$ cat src/rtl/cds_pkg.sv
`timescale 1ns / 1ps
// ----------------------------------------------------------------------------
// cds_pkg
// shared types, constants and helper functions of the cone direction sampler
// ----------------------------------------------------------------------------
package cds_pkg;

   localparam int RAND_BITS     = 24;
   localparam int OUT_FRAC_BITS = 22;
   localparam int OUT_BITS      = OUT_FRAC_BITS + 2;
   localparam int STM_BITS      = 24;
   localparam int CORDIC_STEPS  = 30;
   localparam int SQRT_STEPS    = 32;
   localparam int CORDIC_CELLS  = 32;

   localparam logic [STM_BITS-1:0] STM_RESET   = 24'd78014;
   localparam logic [31:0]         CORDIC_GAIN = 32'h9B74EDA8;

   // input transfer payload
   typedef struct packed {
      logic [RAND_BITS-1:0] rand_phi;
      logic [RAND_BITS-1:0] rand_radius;
   } req_type;

   // result transfer payload
   typedef struct packed {
      logic signed [OUT_BITS-1:0] dir_x;
      logic signed [OUT_BITS-1:0] dir_y;
      logic signed [OUT_BITS-1:0] dir_z;
   } rsp_type;

   // digit-by-digit square root state
   typedef struct packed {
      logic [63:0] n;
      logic [63:0] res;
   } sqrt_type;

   // rotation state, angle in turns
   typedef struct packed {
      logic signed [35:0] x;
      logic signed [35:0] y;
      logic signed [33:0] z;
      logic [1:0]         quad;
   } cordic_type;

   function automatic logic [31:0] atan_turns(input logic [4:0] idx);
      logic [31:0] a;
      case (idx)
         5'd0:  a = 32'h20000000;
         5'd1:  a = 32'h12E4051E;
         5'd2:  a = 32'h09FB385B;
         5'd3:  a = 32'h051111D4;
         5'd4:  a = 32'h028B0D43;
         5'd5:  a = 32'h0145D7E1;
         5'd6:  a = 32'h00A2F61E;
         5'd7:  a = 32'h00517C55;
         5'd8:  a = 32'h0028BE53;
         5'd9:  a = 32'h00145F2F;
         5'd10: a = 32'h000A2F98;
         5'd11: a = 32'h000517CC;
         5'd12: a = 32'h00028BE6;
         5'd13: a = 32'h000145F3;
         5'd14: a = 32'h0000A2FA;
         5'd15: a = 32'h0000517D;
         5'd16: a = 32'h000028BE;
         5'd17: a = 32'h0000145F;
         5'd18: a = 32'h00000A30;
         5'd19: a = 32'h00000518;
         5'd20: a = 32'h0000028C;
         5'd21: a = 32'h00000146;
         5'd22: a = 32'h000000A3;
         5'd23: a = 32'h00000051;
         5'd24: a = 32'h00000029;
         5'd25: a = 32'h00000014;
         5'd26: a = 32'h0000000A;
         5'd27: a = 32'h00000005;
         5'd28: a = 32'h00000003;
         5'd29: a = 32'h00000001;
         default: a = 32'h00000000;
      endcase
      return a;
   endfunction

   // clamp to +/-1.0 in Q2.32
   function automatic logic signed [33:0] clamp_one(input logic signed [35:0] v);
      logic signed [35:0] lim;
      lim = 36'sh1_0000_0000;
      if (v > lim) begin
         return 34'sh1_0000_0000;
      end else if (v < -lim) begin
         return -34'sh1_0000_0000;
      end
      return v[33:0];
   endfunction

   // magnitude product (Q1.64) rounded to the output grid, clamped, signed
   function automatic logic signed [OUT_BITS-1:0] round_out(input logic [64:0] p,
                                                            input logic neg);
      logic [63:0] m;
      logic [63:0] r;
      logic [63:0] lim;
      m   = p[64:1];
      r   = (m + (64'd1 << (62 - OUT_FRAC_BITS))) >> (63 - OUT_FRAC_BITS);
      lim = 64'd1 << OUT_FRAC_BITS;
      if (r > lim) begin
         r = lim;
      end
      return neg ? -(OUT_BITS'(r)) : OUT_BITS'(r);
   endfunction

endpackage

$ cat src/rtl/cds_sqrt_cell.sv
`timescale 1ns / 1ps
// ----------------------------------------------------------------------------
// cds_sqrt_cell
// one registered step of the digit-by-digit integer square root
// ----------------------------------------------------------------------------
module cds_sqrt_cell (
   input  logic              clock,
   input  logic              en,
   input  logic [4:0]        step,
   input  cds_pkg::sqrt_type sq_in,
   output cds_pkg::sqrt_type sq_ff
);
   import cds_pkg::*;

   logic [63:0] bit_val;
   logic [63:0] trial;
   sqrt_type    sq_nxt_in;

   assign bit_val = 64'd1 << (6'd62 - {step, 1'b0});
   assign trial   = sq_in.res + bit_val;

   always_comb begin
      if (sq_in.n >= trial) begin
         sq_nxt_in.n   = sq_in.n - trial;
         sq_nxt_in.res = (sq_in.res >> 1) + bit_val;
      end else begin
         sq_nxt_in.n   = sq_in.n;
         sq_nxt_in.res = sq_in.res >> 1;
      end
   end

   always_ff @(posedge clock) begin
      if (en) begin
         sq_ff <= sq_nxt_in;
      end
   end

endmodule

$ cat config.mk
export PLATFORM = sky130hd
export DESIGN_NAME = cds_sqrt_cell
export DESIGN_NICKNAME = d
export VERILOG_FILES = /design/src/rtl/cds_pkg.sv /design/src/rtl/cds_sqrt_cell.sv
export SDC_FILE = /design/constraint.sdc
export NUM_CORES = 1
export LEC_CHECK = 0
export BUFFER_PORTS_ARGS = -buffer_cell sky130_fd_sc_hd__buf_2
export CORE_UTILIZATION = 29
export DETAILED_ROUTE_END_ITERATION = 16
export PLACE_DENSITY_LB_ADDON = 0.12
export RECOVER_POWER = 50
export SLEW_MARGIN = 0
export SYNTH_ARGS = -nofsm -noshare
export SYNTH_HDL_FRONTEND = slang
export SYNTH_SLANG_ARGS = --single-unit
$ cat constraint.sdc
create_clock -name clock -period 6.2 [get_ports clock]
set_clock_uncertainty 0.2 [all_clocks]
set_input_delay 0.31 -clock clock [delete_from_list [all_inputs] [get_ports clock]]
set_output_delay 0.31 -clock clock [all_outputs]
set_load 0.03 [all_outputs]
# After elaboration in Yosys (flattened, before gate mapping)
# Index checks and enable logic that the tools add are counted.
[word_totals]
out_inout_bits = 128
mem_bits_ro = 0
latch_bits = 0
memories = 0
ram_bits = 0
inputBits = 135
word_cells = 10
register_bits = 128
[op_classes]
order_cmp = 1
multipliers = 0
bitwise = 0
n_eq_ne = 0
div = 0
shifts = 1
mux = 1
reduce_logical = 0
add_sub_neg = 4
[op_table]
columns = ["operator", "n"]
rows = [
  ["$mux 128", 1],
  ["$add 63x64->64", 1],
  ["$add 64x64->64", 1],
  ["$ge 64x64->1", 1],
  ["$shl 1x6->64 const A", 1],
  ["$sub 64x64->64", 1],
  ["$sub 6x6->6 const A", 1],
]

# Longest topological paths before layout
[depth]
ltp_word = 5
ltp_mapped = 28

# Least setup slack after synthesis
# Ideal clock, no wire load.
[synth_timing]
path_type = "input -> register"
from = "input port step[2]"
to = "register sq_ff[16] in the netlist's numbering (data pin)"
path_stages = 25
t_arrival_ns = 5.322
required_ns = 5.731
path_slack_ns = 0.409
path_cell_list = "buf_2 nand3b_1 nor2_1 ha_1 and3_1 o311a_1 maj3_1 a211o_1 or2_2 a21boi_0 o21ai_0 nand2_1 xor2_1 ha_1 nand2_1 o21ai_0 a221oi_1 o21ai_0 nor3_2 a221oi_2 o22ai_1 buf_2 buf_2 nor3_1 xor2_1"
[synth_lines]
columns = ["item", "line_no", "rtl"]
rows = [
  ["from (decl)", "cds_sqrt_cell.sv:9", "input logic [4:0] step,"],
  ["to (signal assigned)", "cds_sqrt_cell.sv:34", "sq_ff <= sq_nxt_in;"],
  ["to (decl)", "cds_sqrt_cell.sv:11", "output cds_pkg::sqrt_type sq_ff"],
]

==> results.json <==
{
  "worstPathCellList": "dlygate4sd3_1 -> buf_2 -> ha_1 -> nand4_1 -> nor2_1 -> a31o_1 -> a311o_2 -> and2_2 -> buf_4 -> or2_2 -> xnor2_2 -> ha_1 -> nand4_1 -> or2_1 -> o221a_2 -> and2_1 -> o41a_1 -> o221a_2 -> o21bai_1 -> xnor2_1 -> o21ai_1",
  "dieArea_sq_um": 50300,
  "grt_setup_unrepaired": "false",
  "max_freq_ghz": 0.167,
  "synth_area_per_cell_sq_um": 8.05,
  "top_regs": "sq_ff (128)",
  "grt_pass1_wl_um": 84700,
  "yosysTopAreaCell": "edfxtp_1",
  "dp_hpwl_um": 46800,
  "die_w_um": 224,
  "antenna_found_initial": 1,
  "setup-tns-final_ns": 0,
  "multi_input_area_sq_um": 10100,
  "vias_per_cell": 5.28,
  "startpoint_type": "input pin",
  "cp.arrival_ns": 6.02,
  "cap_violations": 2,
  "wl_per_cell_um": 20.0,
  "power_density_nw_per_um2": 196,
  "period_minus_slack_ns": 5.99,
  "fillers": 5205,
  "drc": 0,
  "top_register": "sq_ff",
  "ant_nets": 0,
  "cts_max_path_buffers": 2,
  "seqCellArea_sq_um": 3840,
  "antenna_cells": 0,
  "hold_violations": 0,
  "max_slew_margin_pct": -151,
  "status": "finished with violations",
  "cpMaxStageDelayCell": "o41a_1",
  "utilization_pct": 37.3,
  "initial_core_util_pct": 29.3,
  "htreeDepth": 4,
  "die_height_um": 224,
  "largest_register_ffs": 128,
  "area_growth_pct": 27.1,
  "async_flop_share_pct": 0,
  "port_buffers": 262,
  "ys_ff_latch": 128,
  "root_buffer": "clkbuf_16",
  "grt_pass1_vias": 14400,
  "cpPeakStageDelay_ns": 0.55,
  "violations": "max-capacitance violations, max-slew violations",
  "synth.area.top_cells": "edfxtp_1 (27%), ha_1 (11%), nand2_1 (6.8%)",
  "io_pins": 263,
  "p_leak_nw": 7.48,
  "dr_total_vias": 15000,
  "syn_nets": 2040,
  "cts_setup_buffers": 0,
  "synth_flop_cell": "edfxtp_1",
  "worst_hold_path_type": "input pin to register",
  "place_ws_ns": -0.288,
  "fin_crit_sh_pct": 96.5,
  "clkSinkCount": 128,
  "core_sq_um": 48800,
  "drive_above_1_share_pct": 18.2,
  "synth_cells": 1778,
  "synth_area_sq_um": 14300,
  "nets": 2426,
  "track_usage_pct": 22.3,
  "drt-total-wl_um": 56800,
  "first_iter_violations": 1262,
  "grt_overflow_total": 0,
  "required_ns": 6.24,
  "grt_start_max_net_pins": 65,
  "rows": 81,
  "vdd.ir_drop.worst_uv": 201,
  "path_clk_slew_ns": 0.06,
  "yosys_warnings": 0,
  "cp_max_fo": 7,
  "setup_slack_ns": 0.215,
  "p_total_mw": 3.57,
  "synth_edf_count": 128,
  "gp_congestion": 0.954,
  "ys_types": 85,
  "crit_type": "input pin to register",
  "hold_path_depth": 2,
  "end_kind": "register",
  "drt_pass1_iterations": 8,
  "tightest_slew_ns": 3.76,
  "slew_violations": 130,
  "ys_seq_area_share_pct": 26.9,
  "numCtsBuffers": 17,
  "setup_viol": 0,
  "cts_tree": "done",
  "yosys.area.top_type_share_pct": 26.9
}
==> metal layers <==
| layer | track usage, % | vias up | share of wire [%] | routed length, um |
|---|---|---|---|---|
| met3 | 3.20 | 65 | 4.9 | 2780 |
| met1 | 32.4 | 7067 | 50 | 28300 |
| met5 | 0 | - | 0.025 | 14 |
| met4 | 7.29 | 2 | 2.2 | 1230 |
| met2 | 33.5 | 442 | 43 | 24500 |
| li1 | - | 7412 | - | - |
==> synthesized netlist by cell type (all sizes together), types with 22 or more instances <==
library cell,n
nand2,260
o21ai,181
nor2,140
edfxtp,128
ha,126
a21oi,122
xor2,96
xnor2,77
a31oi,56
clkbuf,49
nand4,47
inv,40
a21o,38
o21bai,37
nand3,34
nor3,31
o31ai,23
buf,22
==> cells by family after synthesis <==
kind of cell,count (synthesis),synth area share [%]
buffers and inverters,111,3.38
adders and majority gates,129,11.3
DFF,128,26.9
and+or+nand+nor,631,20.6
xor gates and xnor gates,173,10.6
AOI/OAI and AO/OA,606,27.3
==> placed cells by master, fill, tap and decap left out, types with 14 or more instances in the layout <==
cell,count
a21oi_1,120
nand3_1,34
a31o_2,14
a21o_1,38
nand4_1,47
nand2_1,260
a21boi_0,19
o21ai_0,170
buf_4,109
xor2_1,94
and3_1,19
clkbuf_1,68
edfxtp_1,128
clkbuf_16,17
dlygate4sd3_1,57
xnor2_1,75
buf_2,198
nor2b_1,16
ha_1,125
nor3_1,30
a31oi_1,55
nor2_1,140
a211oi_1,18
o21a_1,17
and2_1,17
o31ai_1,23
inv_1,40
o21bai_1,37
==> final timing paths <==
path                  startpoint         end
worst min-delay path   sq_in[62]   sq_ff[61]
worst max-delay path    sq_in[4]  sq_ff[104]
==> critical path, delay by kind of cell <==
kind                       cells  cell delay (ns)
AOI/OAI and AO/OA              7             2.23
xor gates and xnor gates       2             0.34
adders and majority gates      2             0.83
buffers and inverters          3             0.83
and+or+nand+nor                7             1.47
==> cell type report <==
cell class,instances,share of cell area [%]
clock buffer,20,2.40
clock inverter,12,0.522
inverter,40,0.825
multi-input combinational,1539,55.3
sequential,128,21.1
tap,664,4.56
timing repair buffer,438,15.3
==> what timing repair did <==
item	in CTS	in global routing
hold endpoints to repair	57	0
gates resized for setup	0	15
endpoints found under the setup margin	0	116
hold buffers	57	0
==> report_power, final <==
part           internal (mW)  switching, mW  total (mW)
logic                  0.523          0.963        1.49
clock network          0.541          0.411       0.952
registers               1.10         0.0359        1.13
==> metrics by stage <==
step,cell area (sq um),cells,hold slack (ns)
3_5_place_dp,17100,2752,0.429
6_report,18200,2841,0.0328
4_1_cts,18200,2841,0.00164
2_1_floorplan,14300,1778,0.222
3_3_place_gp,17100,2752,0.427
5_1_grt,18200,2841,0.0253
Power figures use the tool's default switching activity.
